===== src/design/mcp_pkg.sv =====
// ----------------------------------------------------------------------------
// mcp_pkg
// Shared constants and types for the motor command parser.
// ----------------------------------------------------------------------------
`default_nettype none

package mcp_pkg;

    localparam int MAX_NAME_CHARS = 8;

    localparam logic [7:0] CH_START  = 8'h7E;
    localparam logic [7:0] CH_END    = 8'h2A;
    localparam logic [7:0] CH_RENAME = 8'h5E;
    localparam logic [7:0] CH_ZERO   = 8'h30;
    localparam logic [7:0] CH_ONE    = 8'h31;
    localparam logic [7:0] CH_TWO    = 8'h32;
    localparam logic [7:0] CH_THREE  = 8'h33;
    localparam logic [7:0] CH_FOUR   = 8'h34;
    localparam logic [7:0] CH_NINE   = 8'h39;

    localparam logic [1:0] FLD_MOTOR     = 2'd0;
    localparam logic [1:0] FLD_PWM       = 2'd1;
    localparam logic [1:0] FLD_DIRECTION = 2'd2;
    localparam logic [1:0] FLD_RATE      = 2'd3;

    localparam logic [2:0] ST_OK            = 3'd0;
    localparam logic [2:0] ST_NAME_MISMATCH = 3'd1;
    localparam logic [2:0] ST_BAD_MOTOR     = 3'd2;
    localparam logic [2:0] ST_FIELD_LONG    = 3'd6;
    localparam logic [2:0] ST_RENAME        = 3'd7;

    localparam logic [1:0] DIR_NO_CHANGE  = 2'd2;
    localparam logic [2:0] RATE_NO_CHANGE = 3'd4;

    localparam logic       CFG_NODE_NAME   = 1'b0;
    localparam logic       CFG_NAME_LENGTH = 1'b1;

    typedef struct packed {
        logic       ok;
        logic [2:0] value;
    } code_dec_t;

endpackage

`default_nettype wire


===== src/design/motor_command_parser.sv =====
// ----------------------------------------------------------------------------
// motor_command_parser
// Byte-serial parser for '~name*mm*pp*dd*rr*' motor command messages.
// ----------------------------------------------------------------------------
// Each received byte is held in the input register, then passes the parse logic
// into the result register; one byte is accepted per cycle unless stalled. The
// only stall is a held result word that the sink has not taken. Write node_name
// and name_length through the cfg port while no message is in flight.
`default_nettype none

module motor_command_parser #(
    parameter int MAX_NAME_CHARS = mcp_pkg::MAX_NAME_CHARS
) (
    input  wire logic        aclk,
    input  wire logic        aresetn,
    input  wire logic        cfg_wr_en,
    input  wire logic        cfg_addr,
    input  wire logic [63:0] cfg_wr_data,
    input  wire logic        s_tvalid,
    output logic             s_tready,
    input  wire logic [7:0]  s_tdata,   // rx_byte[7:0]
    output logic             m_tvalid,
    input  wire logic        m_tready,
    output logic [15:0]      m_tdata    // status[2:0], motor_mode[4:3], pwm_channel[6:5],
                                        // direction[8:7], rate_code[11:9], zero[15:12]
);

    typedef enum logic [2:0] {
        PH_HUNT,
        PH_NAME,
        PH_F0,
        PH_F1,
        PH_F2
    } phase_t;

    localparam logic [3:0] NAME_CAP = 4'(MAX_NAME_CHARS);

    logic [63:0] node_name_reg;
    logic [3:0]  name_length_reg;

    logic        in_valid_reg;
    logic [7:0]  in_byte_reg;

    phase_t      phase_reg, phase_next;
    logic [3:0]  name_pos_reg, name_pos_next;
    logic [15:0] field_chars_reg, field_chars_next;
    logic [1:0]  field_count_reg, field_count_next;
    logic [1:0]  held_motor_reg, held_motor_next;
    logic [1:0]  held_pwm_reg, held_pwm_next;
    logic [1:0]  held_direction_reg, held_direction_next;

    logic        out_valid_reg, out_valid_next;
    logic [2:0]  status_reg, status_next;
    logic [1:0]  motor_reg, motor_next;
    logic [1:0]  pwm_reg, pwm_next;
    logic [1:0]  direction_reg, direction_next;
    logic [2:0]  rate_reg, rate_next;

    logic               proc_fire;
    logic               emit;
    logic [3:0]         len;
    logic [7:0]         name_char;
    mcp_pkg::code_dec_t dec;

    mcp_code_decode u_decode (
        .field_sel (field_count_reg),
        .chars     (field_chars_reg),
        .dec       (dec)
    );

    assign proc_fire = in_valid_reg && (!out_valid_reg || m_tready);
    assign s_tready  = !in_valid_reg || proc_fire;
    assign m_tvalid  = out_valid_reg;
    assign m_tdata   = {4'b0000, rate_reg, direction_reg, pwm_reg, motor_reg, status_reg};

    assign len       = (name_length_reg > NAME_CAP) ? NAME_CAP : name_length_reg;
    assign name_char = node_name_reg[{name_pos_reg[2:0], 3'b000} +: 8];

    always_comb begin
        phase_next          = phase_reg;
        name_pos_next       = name_pos_reg;
        field_chars_next    = field_chars_reg;
        field_count_next    = field_count_reg;
        held_motor_next     = held_motor_reg;
        held_pwm_next       = held_pwm_reg;
        held_direction_next = held_direction_reg;
        emit                = 1'b0;
        status_next         = mcp_pkg::ST_OK;
        motor_next          = 2'd0;
        pwm_next            = 2'd0;
        direction_next      = 2'd0;
        rate_next           = 3'd0;

        if (in_byte_reg == mcp_pkg::CH_START) begin
            phase_next       = PH_NAME;
            name_pos_next    = 4'd0;
            field_chars_next = 16'd0;
            field_count_next = 2'd0;
        end else begin
            unique case (phase_reg)
                PH_NAME: begin
                    if (in_byte_reg == mcp_pkg::CH_END) begin
                        if (name_pos_reg != len) begin
                            emit        = 1'b1;
                            status_next = mcp_pkg::ST_NAME_MISMATCH;
                            phase_next  = PH_HUNT;
                        end else begin
                            phase_next       = PH_F0;
                            field_chars_next = 16'd0;
                            field_count_next = 2'd0;
                        end
                    end else if (name_pos_reg >= len || in_byte_reg != name_char) begin
                        emit        = 1'b1;
                        status_next = mcp_pkg::ST_NAME_MISMATCH;
                        phase_next  = PH_HUNT;
                    end else begin
                        name_pos_next = name_pos_reg + 4'd1;
                    end
                end
                PH_F0, PH_F1, PH_F2: begin
                    if (in_byte_reg != mcp_pkg::CH_END) begin
                        if (phase_reg == PH_F0 && field_count_reg == 2'd0
                                && in_byte_reg == mcp_pkg::CH_RENAME) begin
                            emit        = 1'b1;
                            status_next = mcp_pkg::ST_RENAME;
                            phase_next  = PH_HUNT;
                        end else if (phase_reg == PH_F2) begin
                            emit        = 1'b1;
                            status_next = mcp_pkg::ST_FIELD_LONG;
                            phase_next  = PH_HUNT;
                        end else begin
                            field_chars_next = {field_chars_reg[7:0], in_byte_reg};
                            phase_next       = (phase_reg == PH_F0) ? PH_F1 : PH_F2;
                        end
                    end else if (phase_reg != PH_F2 || !dec.ok) begin
                        emit        = 1'b1;
                        status_next = mcp_pkg::ST_BAD_MOTOR + {1'b0, field_count_reg};
                        phase_next  = PH_HUNT;
                    end else if (field_count_reg == mcp_pkg::FLD_RATE) begin
                        emit           = 1'b1;
                        motor_next     = held_motor_reg;
                        pwm_next       = held_pwm_reg;
                        direction_next = held_direction_reg;
                        rate_next      = dec.value;
                        phase_next     = PH_HUNT;
                    end else begin
                        case (field_count_reg)
                            mcp_pkg::FLD_MOTOR: held_motor_next     = dec.value[1:0];
                            mcp_pkg::FLD_PWM:   held_pwm_next       = dec.value[1:0];
                            default:            held_direction_next = dec.value[1:0];
                        endcase
                        field_count_next = field_count_reg + 2'd1;
                        field_chars_next = 16'd0;
                        phase_next       = PH_F0;
                    end
                end
                default: begin
                    phase_next = PH_HUNT;
                end
            endcase
        end
    end

    always_comb begin
        out_valid_next = out_valid_reg && !m_tready;
        if (proc_fire && emit) begin
            out_valid_next = 1'b1;
        end
    end

    always_ff @(posedge aclk) begin
        if (!aresetn) begin
            node_name_reg      <= 64'd297632810306;
            name_length_reg    <= 4'd5;
            in_valid_reg       <= 1'b0;
            phase_reg          <= PH_HUNT;
            name_pos_reg       <= 4'd0;
            field_chars_reg    <= 16'd0;
            field_count_reg    <= 2'd0;
            held_motor_reg     <= 2'd0;
            held_pwm_reg       <= 2'd0;
            held_direction_reg <= 2'd0;
            out_valid_reg      <= 1'b0;
        end else begin
            if (cfg_wr_en) begin
                unique case (cfg_addr)
                    mcp_pkg::CFG_NODE_NAME:   node_name_reg   <= cfg_wr_data;
                    mcp_pkg::CFG_NAME_LENGTH: name_length_reg <= cfg_wr_data[3:0];
                    default: ;
                endcase
            end
            if (s_tready) begin
                in_valid_reg <= s_tvalid;
            end
            if (proc_fire) begin
                phase_reg          <= phase_next;
                name_pos_reg       <= name_pos_next;
                field_chars_reg    <= field_chars_next;
                field_count_reg    <= field_count_next;
                held_motor_reg     <= held_motor_next;
                held_pwm_reg       <= held_pwm_next;
                held_direction_reg <= held_direction_next;
            end
            out_valid_reg <= out_valid_next;
        end
    end

    always_ff @(posedge aclk) begin
        if (s_tready && s_tvalid) begin
            in_byte_reg <= s_tdata;
        end
        if (proc_fire && emit) begin
            status_reg    <= status_next;
            motor_reg     <= motor_next;
            pwm_reg       <= pwm_next;
            direction_reg <= direction_next;
            rate_reg      <= rate_next;
        end
    end

`ifndef SYNTHESIS
    a_err_fields_zero: assert property (@(posedge aclk) disable iff (!aresetn)
        m_tvalid && status_reg != mcp_pkg::ST_OK |->
            motor_reg == 2'd0 && pwm_reg == 2'd0 && direction_reg == 2'd0 && rate_reg == 3'd0)
        else $error("error result carries nonzero fields");

    a_ok_ranges: assert property (@(posedge aclk) disable iff (!aresetn)
        m_tvalid && status_reg == mcp_pkg::ST_OK |->
            direction_reg <= mcp_pkg::DIR_NO_CHANGE && rate_reg <= mcp_pkg::RATE_NO_CHANGE)
        else $error("ok result out of range");

    a_start_restarts: assert property (@(posedge aclk) disable iff (!aresetn)
        proc_fire && in_byte_reg == mcp_pkg::CH_START |=>
            phase_reg == PH_NAME && name_pos_reg == 4'd0)
        else $error("start byte did not restart message");

    a_stall_cause: assert property (@(posedge aclk) disable iff (!aresetn)
        !s_tready |-> in_valid_reg && out_valid_reg && !m_tready)
        else $error("input stalled without a held result");
`endif

endmodule

`default_nettype wire


===== src/design/mcp_code_decode.sv =====
// ----------------------------------------------------------------------------
// mcp_code_decode
// Decodes one two-character field code for the selected field.
// ----------------------------------------------------------------------------
`default_nettype none

module mcp_code_decode (
    input  wire logic [1:0]         field_sel,
    input  wire logic [15:0]        chars,
    output mcp_pkg::code_dec_t      dec
);

    logic [7:0] hi;
    logic [7:0] lo;
    logic       lo_one_to_four;

    assign hi = chars[15:8];
    assign lo = chars[7:0];
    assign lo_one_to_four = (lo >= mcp_pkg::CH_ONE) && (lo <= mcp_pkg::CH_FOUR);

    always_comb begin
        dec = '{ok: 1'b0, value: 3'd0};
        unique case (field_sel)
            mcp_pkg::FLD_MOTOR: begin
                if (hi == mcp_pkg::CH_ZERO && lo >= mcp_pkg::CH_ZERO
                        && lo <= mcp_pkg::CH_THREE) begin
                    dec.ok    = 1'b1;
                    dec.value = {1'b0, lo[1:0]};
                end
            end
            mcp_pkg::FLD_PWM: begin
                if (hi == mcp_pkg::CH_ONE && lo_one_to_four) begin
                    dec.ok    = 1'b1;
                    dec.value = 3'(lo - mcp_pkg::CH_ONE);
                end
            end
            mcp_pkg::FLD_DIRECTION: begin
                if (hi == mcp_pkg::CH_NINE && lo == mcp_pkg::CH_NINE) begin
                    dec.ok    = 1'b1;
                    dec.value = {1'b0, mcp_pkg::DIR_NO_CHANGE};
                end else if (hi == mcp_pkg::CH_TWO
                        && (lo == mcp_pkg::CH_ZERO || lo == mcp_pkg::CH_ONE)) begin
                    dec.ok    = 1'b1;
                    dec.value = {2'b00, lo[0]};
                end
            end
            default: begin
                if (hi == mcp_pkg::CH_NINE && lo == mcp_pkg::CH_NINE) begin
                    dec.ok    = 1'b1;
                    dec.value = mcp_pkg::RATE_NO_CHANGE;
                end else if (hi == mcp_pkg::CH_FOUR && lo_one_to_four) begin
                    dec.ok    = 1'b1;
                    dec.value = 3'(lo - mcp_pkg::CH_ONE);
                end
            end
        endcase
    end

endmodule

`default_nettype wire


===== config.mk =====
export PLATFORM = sky130hd
export DESIGN_NAME = motor_command_parser
export DESIGN_NICKNAME = d
export VERILOG_FILES = /design/src/design/mcp_pkg.sv /design/src/design/motor_command_parser.sv /design/src/design/mcp_code_decode.sv
export SDC_FILE = /design/constraint.sdc
export NUM_CORES = 1
export LEC_CHECK = 0
export ABC_AREA = 1
export BUFFER_PORTS_ARGS = -buffer_cell sky130_fd_sc_hd__buf_4
export CAP_MARGIN = 20
export CORE_ASPECT_RATIO = 1.25
export CORE_MARGIN = 1
export CORE_UTILIZATION = 26
export DETAILED_ROUTE_END_ITERATION = 10
export GPL_TIMING_DRIVEN = 0
export SLEW_MARGIN = 40
export SYNTH_ARGS = -nofsm -noshare
export SYNTH_HDL_FRONTEND = slang
export SYNTH_SLANG_ARGS = --single-unit

===== constraint.sdc =====
create_clock -name aclk -period 7.37 [get_ports aclk]
set_input_delay 1.474 -clock aclk [delete_from_list [all_inputs] [get_ports aclk]]
set_output_delay 1.474 -clock aclk [all_outputs]
set_load 0.05 [all_outputs]

# Word level (Yosys, flattened, before mapping)

Cells that the tools add are included.

Bitwise gates (word level): 7
$lt $le $gt $ge: 6
Equality and inequality tests: 34
Shift operators: 1
Reductions and logical operators: 37
Add/subtract/negate cells: 4
Mux-type cells: 58

Operator list:

| kind               | number |
|---|---|
| $mux 16            | 8 |
| $eq 8x6->1 const B | 9 |
| $shiftx 64x7->8    | 1 |
| $mux 4             | 11 |
| $mux 3             | 12 |
| $pmux 16 s2        | 1 |
| $reduce_and 7->1   | 4 |
| $ne 4x4->1 const B | 5 |
| $mux 2             | 9 |
| $ne 3x3->1 const B | 6 |
| $eq 8x7->1 const B | 2 |
| $ge 8x6->1 const B | 2 |
| $le 8x6->1 const B | 2 |
| $logic_and 1x1->1  | 13 |
| $mux 1             | 12 |
| $pmux 3 s2         | 2 |
| $pmux 4 s3         | 1 |
| $ne 8x6->1 const B | 1 |
| $ne 8x8->1         | 1 |
| $reduce_and 8->1   | 1 |
| $not 1->1          | 7 |
| $eq 3x2->1 const B | 2 |
| $reduce_and 2->1   | 3 |
| $logic_or 1x1->1   | 5 |
| 22 further kinds   | 27 |

Output and inout bits: 18
Flip-flop bits (word level): 121
Logic and storage cells: 164

# Logic depth before layout (Yosys ltp)

Gate-level depths: netlist of run 1.

Depth after elaboration: 14
Gate-level depth with buffers: 17
Mapped depth without buffers: 16

# By module

A second synthesis of run 1 with hierarchy kept.

Cells, all modules: 861
Area total of the unflattened synthesis: 6,273.5 um2

Modules (own cells, without submodules):

| module               | area each (um2) | cells an instance | times used |
|---|---|---|---|
| motor_command_parser | 5,815.6         | 769               | 1 |
| mcp_code_decode      | 457.9           | 92                | 1 |

# Least setup slack after synthesis of run 1

No wires, ideal clock.

Path kind: input-to-output
From: input port m_tready
To: output port s_tready
Slack: 3.962 ns
Required time: 5.896 ns
Buffers on the path: 0
Stages on the path: 2
Arrival time: 1.934 ns
Path through: inv_1 -> nand3_1

Cells in the longest elaborated chain, start to end: 3

RTL lines:

| item              | RTL line                   | source |
|---|---|---|
| start, declared   | motor_command_parser.sv:23 | `input wire logic m_tready,` |
| $logic_or 1x1->1  | motor_command_parser.sv:71 | `assign proc_fire = in_valid_reg && (!out_valid_reg \|\| m_tready);` |
| $logic_and 1x1->1 | motor_command_parser.sv:71 |  |
| $logic_or 1x1->1  | motor_command_parser.sv:72 | `assign s_tready = !in_valid_reg \|\| proc_fire;` |
| end, declared     | motor_command_parser.sv:20 | `output logic s_tready,` |

No other way between the ends.

# Worst setup path in the final report of run 1

Ends and elaborated chain as after synthesis.

==> flow_summary.yaml, run 1 <==
status:
  status: "finished, final reports clean"
synthesis:
  netlist-cell-type-count: 32
  synth_edf_count: 20
  async_reset_ff_share_pct: 0
  synth_area_sq_mm: 0.00610
  synth.area.top_cells: "dfxtp_1, nand2_1, edfxtp_1, nor2_1, nand3_1"
  synth-xor-area-share_pct: 0.431
  synth-seq-cells: 121
  yosys.area_share.simple_pct: 30.4
  synth_top_cells_by_count: "nand2_1, nor2_1, inv_1"
  yosysMostFrequentCell: "nand2_1"
  synth_compound_area_share_pct: 13.3
  syn_inst: 889
  synth_top_family_by_area: "simple AND/OR/NAND/NOR gates"
  synth_fa_ha_area_share_pct: 2.67
  syn_area_per_cell_sq_um: 6.86
  yosysSeqAreaShare_pct: 43.0
  synthMuxAreaShare_pct: 0
  synth_top_area_share_pct: 33.2
  yosys_warnings: 0
  synthFlopType: "dfxtp_1"
  yosys.area.top_type: "dfxtp_1"
placement:
  place.detailed.hpwl_mm: 13.8
  dp_cells: 1270
  post_dp_cell_area_sq_mm: 0.00714
  gp_congestion: 0.870
  pre_cts_ws_ps: 3880
  placement.io_buffers: 90
cells_and_area:
  seq_area_sq_mm: 0.00262
  fin_cells: 1302
  multi_input_area_sq_mm: 0.00287
  drive_gt1_share_pct: 13.3
  num_antenna_cells: 0
  area.growth.synth_to_final_pct: 26.6
  n_fill_cell: 2522
  fin_area_sq_mm: 0.00772
  largest_reg_flops: 64
  fin_nets: 1092
power_and_ir_drop:
  ir_drop_uv: 157
  p_per_area_mw_per_mm2: 217
  p_leak_nw: 3.47
floorplan:
  rows: 62
  fp.coreArea_sq_mm: 0.0230
  io_pins: 96
  start_util_pct: 26.6
  die_area_sq_mm: 0.0241
  die_w_um: 139
  die_h_um: 173
timing:
  fmax_ghz: 0.288
  relSlewSlack_pct: 51.1
  finalSetupViolations: 0
  period_share_pct: 47.1
  rsz0062_at_grt: "no"
  finalHoldViolations: 0
  fin_skew_ps: 9.84
  finalWorstSetupSlack_ps: 3900
  tns_ps: 0
  slew_viol_final: 0
  fin_crit_ps: 3470
  tightest_slew_ps: 734
clocking:
  cts_tree: "built"
  htreeDepth: 4
  cts_resized: 0
  clock_latency_ps: 420
  cts-buffers-inserted: 17
  cts-hold-fix-buffers: 0
  cts_num_sinks: 121
  cts_root_buf: "clkbuf_16"
  cts.path.max_buffers: 2
  cts_setup_buffers: 0
  path_clk_slew_ps: 60
worst_setup_path:
  end_kind: "output pin"
  startpoint_type: "primary input"
  cp.required_ps: 5900
  worst-setup-path-type: "primary input to output pin"
  worst_ep_arrival_time_ps: 1990
  cp_max_fo: 3
drt:
  drc_errors: 0
  routedLengthMet1_mm: 7.71
  top_layer: "met4"
  vias: 5943
  met2_length_mm: 8.97
  ant_nets: 0
  vias_per_cell: 4.56
  drtPass1Iterations: 7
  wl_per_cell_um: 13.7
  drt_first_iter_violations: 321
  wl_mm: 17.9
  routed-wl-met3_um: 831
grt:
  grt_overflow: 0
  track_usage_pct: 15.3
  grt_pass1_vias: 5598
  grt_pass1_wl_mm: 28.3
  antenna_found_initial: 0
  grt_max_degree: 17
run:
  max-cap-violations: 0
hold_path:
  hold_class: "register to register"
[critical path, stage by stage]
cell and delay [ps]:
buf_4 110, inv_1 60, nand3_1 120, buf_4 220
[cell families (layout without fill, tap and decap cells)]
logic type      Yosys count  count (layout)
simple gates            445             445
xor+xnor                  3               3
compound gates          149             149
other cells               1               4
fa+ha+maj                13              13
flops                   121             121
buf+inv                 157             279
[placed cells by master, fill, tap and decap left out, types with 2 or more instances in the layout]
master        n
inv_2         3
clkinv_2      2
nand3_1      88
clkinvlp_4    2
nor3_1        8
ha_1         13
clkinv_1      3
o21ai_0      65
nand2_1     206
a21oi_1      59
buf_2         5
xnor2_1       3
nand3b_1      4
edfxtp_1     20
nor2_1      130
clkbuf_16    18
dfxtp_1     101
o211ai_1     18
clkbuf_8      2
inv_1       109
nand4_1       6
buf_4        94
clkbuf_1     32
clkinv_4      2
conb_1        4
buf_1         3
[routing by layer]
metal  track usage (%)  vias to the layer above
met2              27.3                      173
met3              3.01                       30
li1                  -                     3079
met4              6.48                        0
met1              17.6                     2661
met5                 0                        -
[where the power goes]
group	total (mW)	internal (mW)	switching [mW]
combinational	0.160	0.0651	0.0948
sequential	0.715	0.702	0.0129
clock	0.804	0.502	0.302
total	1.68	1.27	0.409
[cell type report]
cell class	instances	area share (%)
Clock inverter	9	1.13
Multi-Input combinational cell	614	37.1
Buffer	42	2.41
Tap cell	288	4.67
Timing Repair Buffer	90	8.75
Sequential cell	121	34.0
Inverter	115	5.59
Clock buffer	23	6.34
[path summary, 6_finish.rpt]
path	startpoint	endpoint	slack, ps	cells after the start
hold / removal	node_name_reg[49]$_SDFFE_PN0P_	node_name_reg[49]$_SDFFE_PN0P_	450	2
setup reg to reg	name_pos_reg[0]$_SDFFE_PN0P_	rate_reg[1]$_SDFFCE_PP0P_	4300	16
setup / recovery	m_tready	s_tready	3900	4
hold reg to reg	node_name_reg[49]$_SDFFE_PN0P_	node_name_reg[49]$_SDFFE_PN0P_	450	2
[through the flow]
| step | utilization, % | hold WS (ps) | power [mW] |
|---|---|---|---|
| floorplan | - | 429 | 0.822 |
| global placement | 31.1 | 440 | 0.887 |
| detailed placement | 31.1 | 442 | 0.889 |
| CTS | 33.6 | 451 | 1.70 |
| global route | 33.6 | 466 | 1.75 |
| finish | 33.6 | 449 | 1.68 |
No activity file was read; power rests on OpenSTA's default activity.
==> run 2, diff against run 1 <==
- clock period: 7.37 -> 3.3 ns (I/O delays scaled with it)
==> flow_summary.yaml, run 2 (synthesis gave the netlist of run 1 again) <==
timing:
  finalSetupViolations: 0
  timing.hold.ws_ps: 432
  relSlewSlack_pct: 51.1
  tightest_slew_ps: 734
  rsz0062_at_grt: "no"
  finalWorstSetupSlack_ps: 250
  fin_skew_ps: 9.83
  period_share_pct: 92.4
  fin_crit_ps: 3050
  slew_viol_final: 0
  tns_ps: 0
  fmax_ghz: 0.328
  finalHoldViolations: 0
worst_setup_path:
  crit_chain: "inv_1 > buf_2 > clkbuf_4 > ha_1 > nand2_1 > nor2_1 > nor3_1 > nand2_1 > nor2_1 > nand2_1 > nor2_1 > nand3_1 > nand2_1 > nand2_1 > nand2_1 > inv_1"
  worst_ep_arrival_time_ps: 3150
  cp.required_ps: 3400
  slowest_stage: "dfxtp_1"
  worst-setup-path-type: "register to register"
  end_kind: "register"
  crit_family: "simple AND/OR/NAND/NOR gates"
  crit_top_cell: "nand2_1"
  startpoint_type: "register"
  slowest_delay_ps: 400
  cp_max_fo: 12
  path_buf_inv: 4
clocking:
  cts-hold-fix-buffers: 0
  cts.path.max_buffers: 2
  cts-buffers-inserted: 17
  path_clk_slew_ps: 60
  cts_setup_buffers: 0
  htreeDepth: 4
  cts_num_sinks: 121
  cts_resized: 0
  cts_tree: "built"
  clock_latency_ps: 420
  cts_root_buf: "clkbuf_16"
grt:
  grt_overflow: 0
  grt_pass1_wl_mm: 28.3
  antenna_found_initial: 0
  track_usage_pct: 15.3
  grt_max_degree: 17
  grt_pass1_vias: 5598
drt:
  drt_first_iter_violations: 322
  drtPass1Iterations: 7
  wl_mm: 17.9
  vias: 5923
  drc_errors: 0
  ant_nets: 0
  wl_per_cell_um: 13.7
  vias_per_cell: 4.55
power_and_ir_drop:
  p_leak_nw: 3.47
  ir_drop_uv: 350
  power_mw: 3.75
  p_per_area_mw_per_mm2: 485
placement:
  gp_congestion: 0.870
  dp_cells: 1270
  place.detailed.hpwl_mm: 13.8
  placement.io_buffers: 90
  pre_cts_ws_ps: 250
floorplan:
  rows: 62
  die_area_sq_mm: 0.0241
  start_util_pct: 26.6
  die_h_um: 173
  die_w_um: 139
  io_pins: 96
  fp.coreArea_sq_mm: 0.0230
cells_and_area:
  final_common_cell: "nand2_1"
  largest_reg_flops: 64
  fin_cells: 1302
  layout_common_cells: "nand2_1, nor2_1, inv_1, dfxtp_1, buf_4"
  drive_gt1_share_pct: 13.3
  area.growth.synth_to_final_pct: 26.7
  num_antenna_cells: 0
  fin_nets: 1092
run:
  max-cap-violations: 0
hold_path:
  hold_class: "primary input to register"
status:
  status: "finished, final reports clean"
[run 2: cell count changes in the layout (fill, tap and decap cells not counted), sizes merged]
cell,delta
clkbuf,+1
buf,-1
[run 2: worst paths after layout]
| kind | cells past startpoint | start | slack, ps | endpoint |
|---|---|---|---|---|
| worst min register to register | 2 | node_name_reg[49]$_SDFFE_PN0P_ | 450 | node_name_reg[49]$_SDFFE_PN0P_ |
| worst max-delay path | 16 | name_pos_reg[0]$_SDFFE_PN0P_ | 250 | rate_reg[1]$_SDFFCE_PP0P_ |
| worst max register to register | 16 | name_pos_reg[0]$_SDFFE_PN0P_ | 250 | rate_reg[1]$_SDFFCE_PP0P_ |
| worst min-delay path | 1 | s_tdata[3] | 430 | in_byte_reg[3]$_DFFE_PP_ |
[run 2: area by class of cell]
cell class	count	area [sq um]
multi-input combinational	614	2870
clock buffer	23	489
sequential	121	2620
buffer	42	189
timing repair buffer	90	676
fill	2521	15200
clock inverter	9	87.6
inverter	115	432
tap	288	360
[run 2: metal layers]
| metal | GRT usage (%) | up-vias | routed length (um) |
|---|---|---|---|
| li1 | - | 3079 | - |
| met1 | 17.6 | 2653 | 7720 |
| met2 | 27.3 | 165 | 8980 |
| met3 | 3.01 | 26 | 803 |
| met4 | 6.48 | 0 | 378 |
| met5 | 0 | - | 0 |
[run 2: report_power, final]
group | internal [mW] | leakage, nW | switching (mW) | total, mW
clock | 1.12 | 0.279 | 0.674 | 1.80
combinational | 0.145 | 2.15 | 0.212 | 0.357
sequential | 1.57 | 1.04 | 0.0287 | 1.60
[run 2: metrics by stage]
step | util (%) | cell area [sq um]
after floorplan | - | 6110
after global placement | 31.1 | 7140
after detailed placement | 31.1 | 7140
after CTS | 33.6 | 7720
after global routing | 33.6 | 7720
final | 33.6 | 7720
